File: src/rtl/i2ck_pkg.sv
`default_nettype none
package i2ck_pkg;

  // Sequencer phases. Each bus step of the register read has its own phase.
  typedef enum logic [4:0] {
    PH_IDLE = 5'd0,
    PH_S1A  = 5'd1,
    PH_S2A  = 5'd2,
    PH_TXA  = 5'd3,
    PH_K1A  = 5'd4,
    PH_K2A  = 5'd5,
    PH_KPA  = 5'd6,
    PH_TXR  = 5'd7,
    PH_K1R  = 5'd8,
    PH_K2R  = 5'd9,
    PH_KPR  = 5'd10,
    PH_S1B  = 5'd11,
    PH_S2B  = 5'd12,
    PH_TXD  = 5'd13,
    PH_K1D  = 5'd14,
    PH_K2D  = 5'd15,
    PH_KPD  = 5'd16,
    PH_RX1  = 5'd17,
    PH_ACK  = 5'd18,
    PH_RX2  = 5'd19,
    PH_NAK  = 5'd20,
    PH_SP1  = 5'd21,
    PH_SP2  = 5'd22
  } phase_t;

  // Input item kinds.
  localparam logic KIND_TICK    = 1'b0;
  localparam logic KIND_REQUEST = 1'b1;

  // Configuration register indexes.
  localparam logic [1:0] REG_DEVICE_ADDRESS = 2'd0;
  localparam logic [1:0] REG_REGISTER_INDEX = 2'd1;
  localparam logic [1:0] REG_ACK_TIMEOUT    = 2'd2;

  localparam logic [6:0] DEVICE_ADDRESS_RST = 7'd80;
  localparam logic [7:0] REGISTER_INDEX_RST = 8'h08;
  localparam logic [7:0] ACK_TIMEOUT_RST    = 8'd250;

  // Step lengths in microsecond ticks.
  localparam logic [3:0] START_TICKS = 4'd4;
  localparam logic [3:0] TX_BIT_TICKS = 4'd6;
  localparam logic [3:0] RX_BIT_TICKS = 4'd3;
  localparam logic [3:0] ACK_TICKS = 4'd4;
  localparam logic [3:0] STOP_TICKS = 4'd4;
  localparam logic [4:0] BYTE_BITS = 5'd8;

  // Key controller reports one bit per key in the first byte.
  function automatic logic [2:0] decode_key(input logic [7:0] b);
    logic [2:0] k;
    unique case (b)
      8'h20:   k = 3'd1;
      8'h40:   k = 3'd2;
      8'h80:   k = 3'd3;
      8'h10:   k = 3'd4;
      8'h08:   k = 3'd5;
      8'h04:   k = 3'd6;
      default: k = 3'd0;
    endcase
    return k;
  endfunction

  // Phases in which the master lets go of SDA.
  function automatic logic sda_released(input phase_t p);
    return p == PH_K1A || p == PH_K2A || p == PH_KPA ||
           p == PH_K1R || p == PH_K2R || p == PH_KPR ||
           p == PH_K1D || p == PH_K2D || p == PH_KPD ||
           p == PH_RX1 || p == PH_RX2;
  endfunction

endpackage
`default_nettype wire

File: src/rtl/i2ck_req_if.sv
`default_nettype none
interface i2ck_req_if;
  logic valid;
  logic ready;
  logic kind;
  logic sda_in;

  modport source (output valid, output kind, output sda_in, input ready);
  modport sink (input valid, input kind, input sda_in, output ready);
endinterface
`default_nettype wire

File: src/rtl/i2ck_rsp_if.sv
`default_nettype none
interface i2ck_rsp_if;
  logic       valid;
  logic       ready;
  logic       scl_out;
  logic       sda_out;
  logic       sda_drive;
  logic       busy_res;
  logic       done_res;
  logic [2:0] key_code;
  logic       ack_failed;

  modport source (output valid, output scl_out, output sda_out, output sda_drive,
                  output busy_res, output done_res, output key_code, output ack_failed,
                  input ready);
  modport sink (input valid, input scl_out, input sda_out, input sda_drive,
                input busy_res, input done_res, input key_code, input ack_failed,
                output ready);
endinterface
`default_nettype wire

File: src/rtl/i2ck_touch_key_reader.sv
`default_nettype none
// Channel | Dir | Payload                                            | Handshake
// req     | in  | kind, sda_in                                       | valid/ready
// rsp     | out | scl_out, sda_out, sda_drive, busy_res, done_res,   | valid/ready
//         |     | key_code, ack_failed                               |
// APB     | in  | device_address, register_index, ack_timeout        | psel/penable
//
// One item is accepted per clock cycle when the result side keeps up. An item
// lands in the input register; the sequencer then consumes it and its result
// is written to the result register, once that register can take it. While a
// result waits in the result register, an empty input register can still take
// one item; once it holds an item, req stalls until rsp takes the waiting
// result.
// Reset (rst, synchronous, active high) puts the sequencer in idle with both
// bus lines high and restores the configuration defaults.
module i2c_touch_key_reader
  import i2ck_pkg::*;
(
  input  wire logic        clk,
  input  wire logic        rst,
  i2ck_req_if.sink         req,
  i2ck_rsp_if.source       rsp,
  input  wire logic        psel,
  input  wire logic        penable,
  input  wire logic        pwrite,
  input  wire logic [3:0]  paddr,
  input  wire logic [31:0] pwdata,
  output logic      [31:0] prdata,
  output logic             pready
);

  // Configuration registers.
  logic [6:0] device_address;
  logic [7:0] register_index;
  logic [7:0] ack_timeout;

  logic [1:0] reg_sel;
  logic       cfg_write;

  assign pready    = 1'b1;
  assign reg_sel   = paddr[3:2];
  assign cfg_write = psel && penable && pwrite && pready;

  always_ff @(posedge clk) begin
    if (rst) begin
      device_address <= DEVICE_ADDRESS_RST;
      register_index <= REGISTER_INDEX_RST;
      ack_timeout    <= ACK_TIMEOUT_RST;
    end else if (cfg_write) begin
      unique case (reg_sel)
        REG_DEVICE_ADDRESS: device_address <= pwdata[6:0];
        REG_REGISTER_INDEX: register_index <= pwdata[7:0];
        REG_ACK_TIMEOUT:    ack_timeout    <= pwdata[7:0];
        default: ;
      endcase
    end
  end

  always_comb begin
    unique case (reg_sel)
      REG_DEVICE_ADDRESS: prdata = {25'd0, device_address};
      REG_REGISTER_INDEX: prdata = {24'd0, register_index};
      REG_ACK_TIMEOUT:    prdata = {24'd0, ack_timeout};
      default:            prdata = 32'd0;
    endcase
  end

  // Input register. It empties whenever the result register can take the
  // result, so the sequencer step and the result write happen together.
  logic ir_valid;
  logic ir_kind;
  logic ir_sda;
  logic advance;
  logic step;

  assign advance   = !rsp.valid || rsp.ready;
  assign step      = ir_valid && advance;
  assign req.ready = !ir_valid || advance;

  always_ff @(posedge clk) begin
    if (rst) begin
      ir_valid <= 1'b0;
    end else if (req.ready) begin
      ir_valid <= req.valid;
    end
  end

  always_ff @(posedge clk) begin
    if (req.valid && req.ready) begin
      ir_kind <= req.kind;
      ir_sda  <= req.sda_in;
    end
  end

  // Sequencer state.
  phase_t     phase, phase_next;
  logic [3:0] bit_count, bit_count_next;
  logic [2:0] wait_count, wait_count_next;
  logic [7:0] shift_byte, shift_byte_next;
  logic [7:0] poll_count, poll_count_next;
  logic [2:0] last_key, last_key_next;
  logic       error_flag, error_flag_next;
  logic       scl_level, scl_level_next;
  logic       sda_level, sda_level_next;
  logic       done_next;

  logic [3:0] wait_inc;
  logic [4:0] bit_inc;
  logic [7:0] rx_shift;

  assign wait_inc = {1'b0, wait_count} + 4'd1;
  assign bit_inc  = {1'b0, bit_count} + 5'd1;
  assign rx_shift = {shift_byte[6:0], ir_sda};

  // One sequencer step per item. Entering a new phase always clears the
  // tick and bit counters.
  always_comb begin
    phase_next      = phase;
    bit_count_next  = bit_count;
    wait_count_next = wait_count;
    shift_byte_next = shift_byte;
    poll_count_next = poll_count;
    last_key_next   = last_key;
    error_flag_next = error_flag;
    scl_level_next  = scl_level;
    sda_level_next  = sda_level;
    done_next       = 1'b0;

    if (ir_kind == KIND_REQUEST) begin
      // A request while a transaction runs is dropped.
      if (phase == PH_IDLE) begin
        error_flag_next = 1'b0;
        last_key_next   = 3'd0;
        poll_count_next = 8'd0;
        shift_byte_next = 8'd0;
        phase_next      = PH_S1A;
        wait_count_next = 3'd0;
        bit_count_next  = 4'd0;
      end
    end else begin
      unique case (phase)
        PH_IDLE: begin
          scl_level_next = 1'b1;
          sda_level_next = 1'b1;
        end
        PH_S1A, PH_S1B: begin
          scl_level_next = 1'b1;
          sda_level_next = 1'b1;
          wait_count_next = wait_inc[2:0];
          if (wait_inc >= START_TICKS) begin
            phase_next      = (phase == PH_S1A) ? PH_S2A : PH_S2B;
            wait_count_next = 3'd0;
            bit_count_next  = 4'd0;
          end
        end
        PH_S2A, PH_S2B: begin
          scl_level_next = 1'b1;
          sda_level_next = 1'b0;
          wait_count_next = wait_inc[2:0];
          if (wait_inc >= START_TICKS) begin
            wait_count_next = 3'd0;
            bit_count_next  = 4'd0;
            if (phase == PH_S2A) begin
              phase_next      = PH_TXA;
              shift_byte_next = {device_address, 1'b0};
            end else begin
              phase_next      = PH_TXD;
              shift_byte_next = {device_address, 1'b1};
            end
          end
        end
        PH_TXA, PH_TXR, PH_TXD: begin
          sda_level_next  = shift_byte[7];
          scl_level_next  = (wait_count == 3'd2) || (wait_count == 3'd3);
          wait_count_next = wait_inc[2:0];
          if (wait_inc >= TX_BIT_TICKS) begin
            wait_count_next = 3'd0;
            shift_byte_next = {shift_byte[6:0], 1'b0};
            bit_count_next  = bit_inc[3:0];
            if (bit_inc >= BYTE_BITS) begin
              phase_next     = phase_t'(phase + 5'd1);
              bit_count_next = 4'd0;
            end
          end
        end
        PH_K1A, PH_K1R, PH_K1D: begin
          scl_level_next  = 1'b0;
          sda_level_next  = 1'b1;
          phase_next      = phase_t'(phase + 5'd1);
          wait_count_next = 3'd0;
          bit_count_next  = 4'd0;
        end
        PH_K2A, PH_K2R, PH_K2D: begin
          scl_level_next  = 1'b1;
          sda_level_next  = 1'b1;
          poll_count_next = 8'd0;
          phase_next      = phase_t'(phase + 5'd1);
          wait_count_next = 3'd0;
          bit_count_next  = 4'd0;
        end
        PH_KPA, PH_KPR, PH_KPD: begin
          sda_level_next = 1'b1;
          if (!ir_sda) begin
            // Acknowledge seen: pull SCL low and go on.
            scl_level_next  = 1'b0;
            wait_count_next = 3'd0;
            bit_count_next  = 4'd0;
            if (phase == PH_KPA) begin
              phase_next      = PH_TXR;
              shift_byte_next = register_index;
            end else if (phase == PH_KPR) begin
              phase_next = PH_S1B;
            end else begin
              phase_next      = PH_RX1;
              shift_byte_next = 8'd0;
            end
          end else if (poll_count >= ack_timeout) begin
            // No acknowledge in time: abandon with a stop.
            scl_level_next  = 1'b1;
            error_flag_next = 1'b1;
            phase_next      = PH_SP1;
            wait_count_next = 3'd0;
            bit_count_next  = 4'd0;
          end else begin
            scl_level_next  = 1'b1;
            poll_count_next = poll_count + 8'd1;
          end
        end
        PH_RX1, PH_RX2: begin
          sda_level_next = 1'b1;
          scl_level_next = (wait_count == 3'd2);
          if (wait_count == 3'd2) begin
            shift_byte_next = rx_shift;
          end
          wait_count_next = wait_inc[2:0];
          if (wait_inc >= RX_BIT_TICKS) begin
            wait_count_next = 3'd0;
            bit_count_next  = bit_inc[3:0];
            if (bit_inc >= BYTE_BITS) begin
              bit_count_next = 4'd0;
              if (phase == PH_RX1) begin
                last_key_next = decode_key(shift_byte_next);
                phase_next    = PH_ACK;
              end else begin
                phase_next = PH_NAK;
              end
            end
          end
        end
        PH_ACK, PH_NAK: begin
          sda_level_next  = (phase == PH_NAK);
          scl_level_next  = (wait_count >= 3'd2);
          wait_count_next = wait_inc[2:0];
          if (wait_inc >= ACK_TICKS) begin
            wait_count_next = 3'd0;
            bit_count_next  = 4'd0;
            if (phase == PH_ACK) begin
              phase_next      = PH_RX2;
              shift_byte_next = 8'd0;
            end else begin
              phase_next = PH_SP1;
            end
          end
        end
        PH_SP1: begin
          scl_level_next  = 1'b0;
          sda_level_next  = 1'b0;
          wait_count_next = wait_inc[2:0];
          if (wait_inc >= STOP_TICKS) begin
            phase_next      = PH_SP2;
            wait_count_next = 3'd0;
            bit_count_next  = 4'd0;
          end
        end
        PH_SP2: begin
          scl_level_next  = 1'b1;
          sda_level_next  = 1'b1;
          wait_count_next = wait_inc[2:0];
          if (wait_inc >= STOP_TICKS) begin
            phase_next      = PH_IDLE;
            wait_count_next = 3'd0;
            bit_count_next  = 4'd0;
            done_next       = 1'b1;
          end
        end
        default: begin
          scl_level_next  = 1'b1;
          sda_level_next  = 1'b1;
          phase_next      = PH_IDLE;
          wait_count_next = 3'd0;
          bit_count_next  = 4'd0;
        end
      endcase
    end
  end

  always_ff @(posedge clk) begin
    if (rst) begin
      phase      <= PH_IDLE;
      bit_count  <= 4'd0;
      wait_count <= 3'd0;
      shift_byte <= 8'd0;
      poll_count <= 8'd0;
      last_key   <= 3'd0;
      error_flag <= 1'b0;
      scl_level  <= 1'b1;
      sda_level  <= 1'b1;
    end else if (step) begin
      phase      <= phase_next;
      bit_count  <= bit_count_next;
      wait_count <= wait_count_next;
      shift_byte <= shift_byte_next;
      poll_count <= poll_count_next;
      last_key   <= last_key_next;
      error_flag <= error_flag_next;
      scl_level  <= scl_level_next;
      sda_level  <= sda_level_next;
    end
  end

  // Result register. The outputs reflect the bus levels after the step.
  logic rel_next;

  assign rel_next = sda_released(phase_next);

  always_ff @(posedge clk) begin
    if (rst) begin
      rsp.valid <= 1'b0;
    end else if (advance) begin
      rsp.valid <= ir_valid;
    end
  end

  always_ff @(posedge clk) begin
    if (step) begin
      rsp.scl_out    <= scl_level_next;
      rsp.sda_out    <= rel_next ? 1'b1 : sda_level_next;
      rsp.sda_drive  <= !rel_next;
      rsp.busy_res   <= (phase_next != PH_IDLE);
      rsp.done_res   <= done_next;
      rsp.key_code   <= last_key_next;
      rsp.ack_failed <= error_flag_next;
    end
  end

  // The sequencer only moves when an item is handed to the result register.
  a_state_holds: assert property (@(posedge clk) disable iff (rst)
    !step |=> $stable(phase) && $stable(shift_byte) && $stable(poll_count))
    else $error("sequencer state changed without an item");

  // Every consumed item produces a result.
  a_result_follows: assert property (@(posedge clk) disable iff (rst)
    step |=> rsp.valid)
    else $error("item consumed without a result");

  // Idle leaves the counters cleared.
  a_idle_clear: assert property (@(posedge clk) disable iff (rst)
    phase == PH_IDLE |-> wait_count == 3'd0 && bit_count == 4'd0)
    else $error("counters not cleared in idle");

  // An acknowledge timeout always leads straight into the stop.
  a_error_stop: assert property (@(posedge clk) disable iff (rst)
    $rose(error_flag) |-> phase == PH_SP1)
    else $error("error flag raised outside of a timeout");

  // A finished transaction is reported as no longer busy.
  a_done_idle: assert property (@(posedge clk) disable iff (rst)
    step && done_next |=> !rsp.busy_res && phase == PH_IDLE)
    else $error("done reported while still busy");

endmodule
`default_nettype wire
File: src/flat_wrapper.sv
// flat-port wrapper written by rule: the top's interface ports become plain ports
module i2c_touch_key_reader_flat import i2ck_pkg::*;
  (clk, rst, psel, penable, pwrite, paddr, pwdata, prdata, pready, req_valid, req_kind, req_sda_in, req_ready, rsp_valid, rsp_scl_out, rsp_sda_out, rsp_sda_drive, rsp_busy_res, rsp_done_res, rsp_key_code, rsp_ack_failed, rsp_ready);
  i2ck_req_if req_i ();
  i2ck_rsp_if rsp_i ();
  input  wire logic clk;
  input  wire logic rst;
  input  wire logic psel;
  input  wire logic penable;
  input  wire logic pwrite;
  input  wire logic [3:0] paddr;
  input  wire logic [31:0] pwdata;
  output logic      [31:0] prdata;
  output logic pready;
  input wire logic [$bits(req_i.valid)-1:0] req_valid;
  input wire logic [$bits(req_i.kind)-1:0] req_kind;
  input wire logic [$bits(req_i.sda_in)-1:0] req_sda_in;
  output wire logic [$bits(req_i.ready)-1:0] req_ready;
  output wire logic [$bits(rsp_i.valid)-1:0] rsp_valid;
  output wire logic [$bits(rsp_i.scl_out)-1:0] rsp_scl_out;
  output wire logic [$bits(rsp_i.sda_out)-1:0] rsp_sda_out;
  output wire logic [$bits(rsp_i.sda_drive)-1:0] rsp_sda_drive;
  output wire logic [$bits(rsp_i.busy_res)-1:0] rsp_busy_res;
  output wire logic [$bits(rsp_i.done_res)-1:0] rsp_done_res;
  output wire logic [$bits(rsp_i.key_code)-1:0] rsp_key_code;
  output wire logic [$bits(rsp_i.ack_failed)-1:0] rsp_ack_failed;
  input wire logic [$bits(rsp_i.ready)-1:0] rsp_ready;
  assign req_i.valid = req_valid;
  assign req_i.kind = req_kind;
  assign req_i.sda_in = req_sda_in;
  assign req_ready = req_i.ready;
  assign rsp_valid = rsp_i.valid;
  assign rsp_scl_out = rsp_i.scl_out;
  assign rsp_sda_out = rsp_i.sda_out;
  assign rsp_sda_drive = rsp_i.sda_drive;
  assign rsp_busy_res = rsp_i.busy_res;
  assign rsp_done_res = rsp_i.done_res;
  assign rsp_key_code = rsp_i.key_code;
  assign rsp_ack_failed = rsp_i.ack_failed;
  assign rsp_i.ready = rsp_ready;
  i2c_touch_key_reader u_core (.clk(clk), .rst(rst), .req(req_i), .rsp(rsp_i), .psel(psel), .penable(penable), .pwrite(pwrite), .paddr(paddr), .pwdata(pwdata), .prdata(prdata), .pready(pready));
endmodule
File: config.mk
export PLATFORM = sky130hd
export DESIGN_NAME = i2c_touch_key_reader_flat
export DESIGN_NICKNAME = d
export VERILOG_FILES = /design/src/rtl/i2ck_pkg.sv /design/src/rtl/i2ck_req_if.sv /design/src/rtl/i2ck_rsp_if.sv /design/src/rtl/i2ck_touch_key_reader.sv /design/src/flat_wrapper.sv
export SDC_FILE = /design/constraint.sdc
export NUM_CORES = 1
export LEC_CHECK = 0
export ABC_CLOCK_PERIOD_IN_PS = 3900
export CAP_MARGIN = 20
export CORE_MARGIN = 2
export CORE_UTILIZATION = 60
export CTS_CLUSTER_SIZE = 25
export DETAILED_ROUTE_END_ITERATION = 16
export DONT_BUFFER_PORTS = 1
export HOLD_SLACK_MARGIN = 0.02
export PLACE_DENSITY = 0.85
export SYNTH_ARGS = -nofsm -noshare
export SYNTH_HDL_FRONTEND = slang
export SYNTH_SLANG_ARGS = --single-unit
File: constraint.sdc
create_clock -name clk -period 3.9 [get_ports clk]
set_input_delay 0.39 -clock clk [delete_from_list [all_inputs] [get_ports clk]]
set_output_delay 0.39 -clock clk [all_outputs]
set_load 0.01 [all_outputs]
# After elaboration in Yosys (flattened, before gate mapping)
# Cells that the tools add are included.
[word_totals] regBits=70 input_bits=45 elab_cells=208
[classes] add_sub_neg=4 order_cmp=6 n_eq_ne=56 muxes=74 bitwise_logic=1 reduce_logical=44
[ops] operator="$mux W8" n=15
[ops] operator="$mux W5" n=15
[ops] operator="$eq A5 B4 Y1 const B" n=13
[ops] operator="$eq A5 B5 Y1 const B" n=10
[ops] operator="$pmux W5 S10" n=1
[ops] operator="$mux W3" n=15
[ops] operator="$mux W4" n=10
[ops] operator="$pmux W8 S5" n=1
[ops] operator="$eq A5 B3 Y1 const B" n=7
[ops] operator="$pmux W8 S3" n=1
[ops] operator="$ne A3 B1 Y1 const B" n=7
[ops] operator="$pmux W4 S5" n=1
[ops] operator="$pmux W3 S6" n=1
[ops] operator="$pmux W8 S2" n=1
[ops] operator="$pmux W3 S5" n=1
[ops] operator="$logic_or A1 B1 Y1" n=13
[ops] operator="$reduce_or A3 Y1" n=4
[ops] operator="$eq A5 B2 Y1 const B" n=2
[ops] operator="$mux W1" n=10
[ops] operator="$reduce_or A2 Y1" n=5
[ops] operator="$reduce_and A9 Y1" n=1
[ops] operator="$add A8 B1 Y8 const B" n=1
[ops] operator="$eq A8 B3 Y1 const B" n=1
[ops] operator="$eq A8 B4 Y1 const B" n=1
[ops] operator="other kinds (38)" n=48

# Longest topological paths before layout
# Gate-level depths: netlist (run 1).
[logic_depth] ltp_word=18 mapped_depth=13

# Worst setup path after synthesis (run 1)
# OpenSTA, ideal clock, no wires.
[synth_timing] path_type="register to register" start="register u_core.phase[1]" end="register u_core.rsp.busy_res, data pin" arrival_time_ns=2.776 slack_ns=0.858 stages_incl_launch_ff=11 synth_period_minus_slack_ns=3.042 path_cell_list="dfxtp_1 -> inv_1 -> ha_1 -> and4b_1 -> a211o_1 -> or4b_4 -> o31a_1 -> nor2b_4 -> a221oi_2 -> nand3_1 -> or3_1"
[synth_between] elab_chain_cells=7 elab_cells_between_ends=52 classes_between="add/sub (1); eq/ne (22); mux (20); reduce/logical (9)"
[synth_rtl] element="start, declared" line_no="i2ck_touch_key_reader.sv:96" text="phase_t phase, phase_next;"
[synth_rtl] element="start signal, assigned" line_no="i2ck_touch_key_reader.sv:309" text="phase <= phase_next;"
[synth_rtl] element="branches (longest 5 deep; another with $add A5 B1 Y5)"
[synth_rtl] element="$mux W5 (*)" line_no="i2ck_touch_key_reader.sv:129" text="if (ir_kind == KIND_REQUEST) begin"
[synth_rtl] element="$reduce_bool A5 Y1 (*)" line_no="i2ck_touch_key_reader.sv:339" text="rsp.busy_res <= (phase_next != PH_IDLE);"
[synth_rtl] element="end signal, assigned" line_no="i2ck_touch_key_reader.sv:339"
[synth_rtl] element="end, declared" line_no="i2ck_rsp_if.sv:14" text="output busy_res, output done_res, output key_code, output ack_failed,"
# Every way passes the cells marked *.
# A chain may end at the register's enable or synchronous reset.

# Final worst setup path (run 1)
[layout_timing] start="register u_core.phase[1]" end="register u_core.rsp.sda_out, data pin"
[layout_between] elab_chain_cells=17 elab_cells_between_ends=75 classes_between="add/sub (1); eq/ne (33); mux (22); reduce/logical (19)"
[layout_rtl] element="branches (longest 17 deep; another with $add A5 B1 Y5)"
[layout_rtl] element="end signal, assigned" line_no="i2ck_touch_key_reader.sv:337" text="rsp.sda_out <= rel_next ? 1'b1 : sda_level_next;"
[layout_rtl] element="end, declared" line_no="i2ck_rsp_if.sv:13" text="modport source (output valid, output scl_out, output sda_out, output sda_drive,"
# Several ways; the timed one is not identified.

==> results.ini, run 1 <==
[timing]
fin_skew_ns=0.0136
rsz0062_at_grt=no
fin_ws_ns=0.429
fmax_ghz=0.288
fin_crit_ns=3.47
post-route-period-util_pct=89.0
hold_viol=0
tightest_slew_ns=0.852
setup_viol=0
setup_tns_ns=0
slew_headroom_pct=41.7
maxSlewViolCount=0

[grt]
antenna_found_initial=0
grt_max_degree=54
first_global_vias=4238
track_usage_pct=29.4
grt_overflow=0
grt_pass1_wl_um=20400

[cells_and_area]
diodes=0
drive_above_1_share_pct=6.45
synthToLayoutAreaGrowth_pct=3.35
mostFrequentLayoutCells=nor2_1, nand2_1, dfxtp_1, a21oi_1, mux2i_1
num-nets-final=649
multi_input_area_sq_um=3000
utilization_pct=64.6
final_common_cell=nor2_1
n_fill_cell=666
regArea_sq_um=1510

[worst_hold_path]
hp-class=in -> reg
hold_depth=1
worstHoldStart=rst

[setup_path]
start_kind=register
path_cells=inv_1 > ha_1 > and4b_1 > a211o_1 > a222oi_1 > o211ai_1 > a211oi_4 > xnor2_1 > o221ai_1 > o211ai_1
critPathSlowestCell=a222oi_1
crit_required_ns=4.00
critPathCaptureType=register
cpMostUsedCell=o211ai_1
cp_slowest_stage_delay_ns=0.62
r2r_start=u_core.phase[1]
worstPathArrival_ns=3.57
cp_max_fo=7
crit_start=u_core.phase[1]
rr_worst_depth=10
worst-setup-path-type=reg -> reg

[yosys]
ys_seq_elements=70
synth-seq-area-share_pct=31.1
yosys.area_share.simple_pct=23.5
dominantRegCellSynth=dfxtp_1
synth_warnings=0
synth_top_family_by_area=simple AND/OR/NAND/NOR gates
synthCells=600
netlist_area_sq_um=4850
async_reset_ff_share_pct=0
syn_area_per_cell_sq_um=8.09
synth_compound_area_share_pct=23.1
synth.distinct_cells=72
muxShareOfSynthArea_pct=5.80
synth-edff-count=11
yosys.area_share.adder_pct=5.15
synth_xor_area_share_pct=2.16

[drt]
drt_first_pass_iters=7
drt-wirelength-per-cell_um=18.1
vias_per_cell=6.39
drcViolationCount=0
routed-via-count=4414
drtAntennaViolNets=0
drtIter0Drc=330
drt-total-wl_um=12500

[clocking]
cts_sinks=70
tritoncts=built
clkLatencyLatePin_ns=0.36
htreeDepth=3
cts_buffers=9
post-cts-setup-buffer-count=0
path_clk_slew_ns=0.09
cts_buffer_depth=2
cts_resized=0
root_buffer=clkbuf_8
hold_buffers=0

[pwr]
power_mw=1.53
cellLeakagePower_nw=2.04
p_per_area_nw_per_um2=304
vdd_drop_max_uv=280

[die]
fp.dieH_um=94.0
ios=89
core_sq_um=7770
die-area_sq_um=8830
die_x_um=94.0
row_count=32
initial_core_util_pct=62.5

[placement]
pre_cts_slack_ns=0.465
dp_hpwl_um=9120
finalWeightedCongestion=0.976
io_buffers=0

[outcome]
status=finished, final reports clean

[flow_run]
cap_violations=0

-- registers in the layout, summed over array words and instances, names as in the netlist, 3 cells and up --
signal                 count
u_core.shift_byte          8
u_core.poll_count          8
u_core.wait_count          3
u_core.device_address      7
u_core.bit_count           4
u_core.last_key            3
u_core.phase               5
u_core.register_index      8
u_core.rsp.key_code        3
u_core.ack_timeout         8
-- stage by stage --
stage                     cells  instance area [sq um]  hold slack (ns)
after floorplan             623                   4940            0.436
after global placement      675                   4820            0.440
after detailed placement    675                   4820            0.452
after CTS                   691                   5020           0.0852
after global routing        691                   5020           0.0876
final                       691                   5020           0.0945
-- cell type report --
cell class              count  area share (%)
clock buffers              10            2.54
multi-input cells         468            59.7
well taps                 102            2.54
inverters                  21            1.57
clock inverters             6            1.40
flip-flops and latches     70            30.1
repair buffers             14            2.09
-- metal layers --
layer  GRT usage, %  vias up  routed length, um
met4           14.1        0                497
li1               -     2096                  -
met5              0        -                  0
met3           5.86       44                853
met2           48.3      213               6020
met1           37.0     2061               5140
-- cell usage after synthesis (10+ instances only) --
library cell	number	area share, %
edfxtp_1	11	6.8
a211o_1	21	3.8
mux2i_1	27	5.6
a21oi_1	34	3.5
o21ai_0	25	2.6
nand2_1	63	4.9
nor3_1	10	1.0
nand3_1	13	1.3
clkbuf_1	27	2.1
nor2_1	66	5.1
nand2b_1	11	1.4
ha_1	20	5.2
inv_1	20	1.5
dfxtp_1	59	24
a21o_1	10	1.5
buf_4	25	3.9
-- power by group --
part / switching (mW) / internal [mW]
logic: 0.0951 / 0.0514
clock network: 0.311 / 0.301
registers: 0.0189 / 0.749
-- final timing paths --
| check | end | slack [ns] |
|---|---|---|
| min reg2reg | u_core.sda_level | 0.47 |
| max | u_core.rsp.sda_out | 0.43 |
| min | u_core.phase[2] | 0.09 |
| max reg2reg | u_core.rsp.sda_out | 0.43 |
-- critical path, delay by kind of cell (launching register included) --
kind                       cells  cell delay (ns)
AOI/OAI and AO/OA              6             1.99
buffers and inverters          1             0.13
and+or+nand+nor                1             0.26
xor gates and xnor gates       1             0.12
adders and majority gates      1             0.29
DFF                            1             0.43
-- logic make-up after synthesis --
logic type	Yosys count
and+or+nand+nor	227
AOI/OAI and AO/OA	156
buffers and inverters	85
DFF	70
muxes	28
adders and majority gates	20
xor gates and xnor gates	12
other	2
Power figures use the tool's default switching activity.
==> inputs of run 2 (changes only) <==
==> constraint.sdc (replaced) <==
create_clock -name clk -period 3.9 [get_ports clk]
set_input_delay 0.585 -clock clk [delete_from_list [all_inputs] [get_ports clk]]
set_output_delay 0.585 -clock clk [all_outputs]
set_load 0.01 [all_outputs]
==> results.ini, run 2 (same netlist as run 1, synthesis figures left out) <==
[die]
ios=89  ; unchanged
die_x_um=94.0  ; unchanged
row_count=32  ; unchanged
core_sq_um=7770  ; unchanged
die-area_sq_um=8830  ; unchanged
fp.dieH_um=94.0  ; unchanged
initial_core_util_pct=62.5  ; unchanged

[clocking]
htreeDepth=3  ; unchanged
tritoncts=built
hold_buffers=0  ; unchanged
cts_buffers=9  ; unchanged
post-cts-setup-buffer-count=0  ; unchanged
path_clk_slew_ns=0.08  ; about the same
cts_resized=0  ; unchanged
cts_sinks=70  ; unchanged
clkLatencyLatePin_ns=0.36  ; about the same
root_buffer=clkbuf_8
cts_buffer_depth=2  ; unchanged

[cells_and_area]
synthToLayoutAreaGrowth_pct=3.79
final_common_cell=nor2_1
drive_above_1_share_pct=6.45  ; unchanged
mostFrequentLayoutCells=nor2_1, nand2_1, dfxtp_1, a21oi_1, mux2i_1
diodes=0  ; unchanged
num-nets-final=649  ; unchanged

[drt]
highest_layer=met4
drt_first_pass_iters=6  ; -1
drt-wirelength-per-cell_um=18.4  ; +1.5%
drt-total-wl_um=12700  ; +1.5%
vias_per_cell=6.56  ; +2.7%
wl_met2_um=6240  ; +3.6%
drtIter0Drc=557  ; +69%
routed-via-count=4531  ; +2.7%
wl_met3_um=1060  ; +24%
drcViolationCount=0  ; unchanged
drt-met1-wl_um=4940  ; -3.9%
drtAntennaViolNets=0  ; unchanged

[placement]
pre_cts_slack_ns=0.497  ; +0.0318 ns
dp_hpwl_um=9200  ; +0.89%
finalWeightedCongestion=0.970  ; -0.65%
io_buffers=0  ; unchanged

[grt]
track_usage_pct=29.8  ; +0.38 points
grt_max_degree=54  ; unchanged
antenna_found_initial=0  ; unchanged
grt_overflow=0  ; unchanged
first_global_vias=4369  ; +3.1%
grt_pass1_wl_um=20700  ; +1.6%

[worst_hold_path]
hp-class=in -> reg

[timing]
rsz0062_at_grt=no
setup_viol=0  ; unchanged
setup_tns_ns=0  ; unchanged
maxSlewViolCount=0  ; unchanged
fmax_ghz=0.287  ; -0.49%
slew_headroom_pct=35.1  ; -6.6 points
fin_crit_ns=3.49  ; +0.0171 ns
fin_ws_ns=0.412  ; -0.0171 ns
post-route-period-util_pct=89.4  ; +0.44 points
hold_viol=0  ; unchanged
tightest_slew_ns=0.971  ; +0.119 ns
fin_skew_ns=0.00866  ; -0.00490 ns

[setup_path]
worstPathArrival_ns=3.58  ; about the same
cp_max_fo=7  ; unchanged
critPathCaptureType=register
worst-setup-path-type=reg -> reg
crit_required_ns=3.99  ; about the same
start_kind=register

[flow_run]
cap_violations=0  ; unchanged

[pwr]
cellLeakagePower_nw=2.06  ; +0.64%
p_per_area_nw_per_um2=311  ; +2.2%
vdd_drop_max_uv=200  ; -28%

[outcome]
status=finished, final reports clean

-- run 2: critical path: stages, from the launching register on --
cell	delay, ns
dfxtp_1	0.45
inv_1	0.13
ha_1	0.25
and4b_1	0.23
a211o_1	0.32
a222oi_1	0.62
o211ai_1	0.28
a211oi_4	0.42
xnor2_1	0.13
o221ai_1	0.26
o211ai_1	0.13
-- run 2: through the flow --
stage	instance area [sq um]	instances	util (%)	power, mW	hold WS [ns]
4_1_cts	5040	691	64.9	1.57	0.284
6_report	5040	691	64.9	1.57	0.294
3_5_place_dp	4820	675	62.0	0.927	0.449
5_1_grt	5040	691	64.9	1.62	0.282
2_1_floorplan	4940	623	-	0.923	0.436
3_3_place_gp	4820	675	62.0	0.922	0.440
-- run 2: routing by layer --
layer / up-vias / track usage (%)
li1: 2095 / -
met1: 2154 / 36.5
met2: 240 / 49.5
met3: 42 / 5.78
met4: 0 / 15.5
met5: - / 0
-- run 2: power by group --
| group | switching (mW) | total (mW) | internal, mW |
|---|---|---|---|
| Clock | 0.297 | 0.652 | 0.355 |
| Sequential | 0.0195 | 0.769 | 0.749 |
| Combinational | 0.0953 | 0.146 | 0.0505 |
| Total | 0.412 | 1.57 | 1.15 |
-- run 2: area by class of cell --
| type | instances | area (sq um) |
|---|---|---|
| Multi-Input combinational cell | 468 | 3000 |
| Fill cell | 683 | 2730 |
| Inverter | 21 | 78.8 |
| Clock inverter | 4 | 52.6 |
| Timing Repair Buffer | 14 | 105 |
| Clock buffer | 12 | 166 |
| Tap cell | 102 | 128 |
| Sequential cell | 70 | 1510 |
-- run 2: path summary, 6_finish.rpt --
check                                       endpoint  slack, ns  cells past startpoint         startpoint
worst max-delay path              u_core.rsp.sda_out       0.41                     10    u_core.phase[1]
worst min-delay path            u_core.poll_count[5]       0.29                      1                rst
worst max register to register    u_core.rsp.sda_out       0.41                     10    u_core.phase[1]
worst min register to register     u_core.error_flag       0.45                      2  u_core.error_flag
==> inputs of run 3 (changes only) <==
--- a/config.mk
+++ b/config.mk
@@ -5,7 +5,7 @@
 export SDC_FILE = /design/constraint.sdc
 export NUM_CORES = 1
 export LEC_CHECK = 0
-export ABC_CLOCK_PERIOD_IN_PS = 3900
+export ABC_CLOCK_PERIOD_IN_PS = 3700
 export CAP_MARGIN = 20
 export CORE_MARGIN = 2
 export CORE_UTILIZATION = 60
==> constraint.sdc (replaced) <==
create_clock -name clk -period 3.7 [get_ports clk]
set_input_delay 0.555 -clock clk [delete_from_list [all_inputs] [get_ports clk]]
set_output_delay 0.555 -clock clk [all_outputs]
set_load 0.01 [all_outputs]
==> results.ini, run 3 (same netlist as run 1, synthesis figures left out) <==
[pwr]
clkPwrFrac_pct=39.2  ; -2.4 points
power_mw=1.59  ; +1.5%
sw_frac_of_total_pct=27.0  ; +0.70 points
cellLeakagePower_nw=2.05  ; about the same
p_comb_share_pct=9.8  ; +0.5 points
vdd_drop_max_uv=271  ; +35%
p_per_area_nw_per_um2=316  ; +1.6%
p_int_mw=1.16  ; +0.56%
p_switching_mw=0.430  ; +4.2%
seqPwrFrac_pct=51.0  ; +1.9 points

[grt]
grt_pass1_wl_um=20600  ; -0.57%
grt_max_degree=54  ; unchanged
first_global_vias=4350  ; -0.43%
grt_overflow=0  ; unchanged
track_usage_pct=29.5  ; -0.30 points
antenna_found_initial=0  ; unchanged

[clocking]
clkLatencyLatePin_ns=0.35  ; about the same
path_clk_slew_ns=0.08  ; about the same
cts_buffers=9  ; unchanged
post-cts-setup-buffer-count=0  ; unchanged
hold_buffers=0  ; unchanged
cts_sinks=70  ; unchanged
cts_buffer_depth=2  ; unchanged
tritoncts=built
cts_resized=0  ; unchanged
htreeDepth=3  ; unchanged
root_buffer=clkbuf_8

[die]
ios=89  ; unchanged
initial_core_util_pct=62.5  ; unchanged
die-area_sq_um=8830  ; unchanged
row_count=32  ; unchanged
fp.dieH_um=94.0  ; unchanged
core_sq_um=7770  ; unchanged
die_x_um=94.0  ; unchanged

[drt]
drt-total-wl_um=12700  ; -0.23%
routed-via-count=4493  ; -0.84%
drt_first_pass_iters=6  ; unchanged
drcViolationCount=0  ; unchanged
drt-wirelength-per-cell_um=18.3  ; -0.66%
drtIter0Drc=423  ; -24%
drtAntennaViolNets=0  ; unchanged
vias_per_cell=6.47  ; -1.3%

[timing]
rsz0062_at_grt=no
setup_viol=0  ; unchanged
slew_headroom_pct=40.5  ; +5.4 points
fin_skew_ns=0.0122  ; +0.00356 ns
post-route-period-util_pct=93.0  ; +3.6 points
fmax_ghz=0.290  ; +1.3%
tightest_slew_ns=0.870  ; -0.100 ns
setup_tns_ns=0  ; unchanged
hold_viol=0  ; unchanged
fin_crit_ns=3.44  ; -0.0459 ns
fin_ws_ns=0.258  ; -0.154 ns
maxSlewViolCount=0  ; unchanged

[setup_path]
path_cells=inv_1 > ha_1 > and4b_1 > a211o_1 > or4b_4 > o31a_1 > nor2b_4 > a221oi_2 > nand3_1 > or3_1
crit_family=simple AND/OR/NAND/NOR gates
worstPathArrival_ns=3.55  ; -0.03 ns
cp_slowest_stage_delay_ns=0.54  ; -0.08 ns
cp_max_fo=7  ; unchanged
crit_required_ns=3.81  ; -0.18 ns
worst-path-buf-inv=1  ; unchanged
critPathSlowestCell=or4b_4
critPathCaptureType=register
worst-setup-path-type=reg -> reg
start_kind=register

[cells_and_area]
finalNonFillerCells=694  ; +0.43%
synthToLayoutAreaGrowth_pct=3.66
drive_above_1_share_pct=6.76  ; +0.31 points
mostFrequentLayoutCells=nor2_1, nand2_1, dfxtp_1, a21oi_1, mux2i_1
num-nets-final=652  ; +0.46%
stdcell_area_sq_um=5030  ; -0.12%
final_common_cell=nor2_1
diodes=0  ; unchanged

[worst_hold_path]
hp-class=in -> reg

[placement]
finalWeightedCongestion=0.983  ; +1.4%
dpl-instance-area_sq_um=4840  ; +0.47%
dpl.cell_count=678  ; +0.44%
pre_cts_slack_ns=0.298  ; -0.199 ns
io_buffers=0  ; unchanged
dp_hpwl_um=9210  ; +0.11%

[outcome]
status=finished, final reports clean

[flow_run]
cap_violations=0  ; unchanged

## run 3: per-stage QoR
stage               util (%)  hold WS (ns)
global placement        62.3         0.441
finish                  64.8         0.262
floorplan                  -         0.436
detailed placement      62.3         0.453
CTS                     64.8         0.254
global route            64.8         0.249
## run 3: worst paths after layout
check                        start             endpoint  slack [ns]  cells past startpoint
setup reg to reg   u_core.phase[1]  u_core.rsp.busy_res        0.26                     10
hold reg to reg   u_core.sda_level     u_core.sda_level        0.47                      1
setup / recovery   u_core.phase[1]  u_core.rsp.busy_res        0.26                     10
hold / removal                 rst      u_core.phase[0]        0.26                      1
## run 3: per-layer routing
layer	GRT usage (%)	wire length (um)	vias up
met4	14.5	443	0
met3	5.38	930	40
met1	35.4	5150	2138
li1	-	-	2100
met5	0	0	-
met2	50.6	6150	215
## run 3: area by class of cell
class | instances | area [sq um]
clock buffers | 11 | 131
fillers | 688 | 2740
multi-input cells | 468 | 3000
repair buffers | 17 | 128
well taps | 102 | 128
flip-flops and latches | 70 | 1510
clock inverters | 5 | 58.8
inverters | 21 | 78.8
## run 3: power by group through the flow
stage | clock network (mW) | registers (mW) | logic, mW
floorplan | 0 | 0.819 | 0.154
global placement | 0 | 0.827 | 0.149
detailed placement | 0 | 0.828 | 0.152
CTS | 0.624 | 0.810 | 0.153
global route | 0.655 | 0.813 | 0.172
finish | 0.624 | 0.811 | 0.156
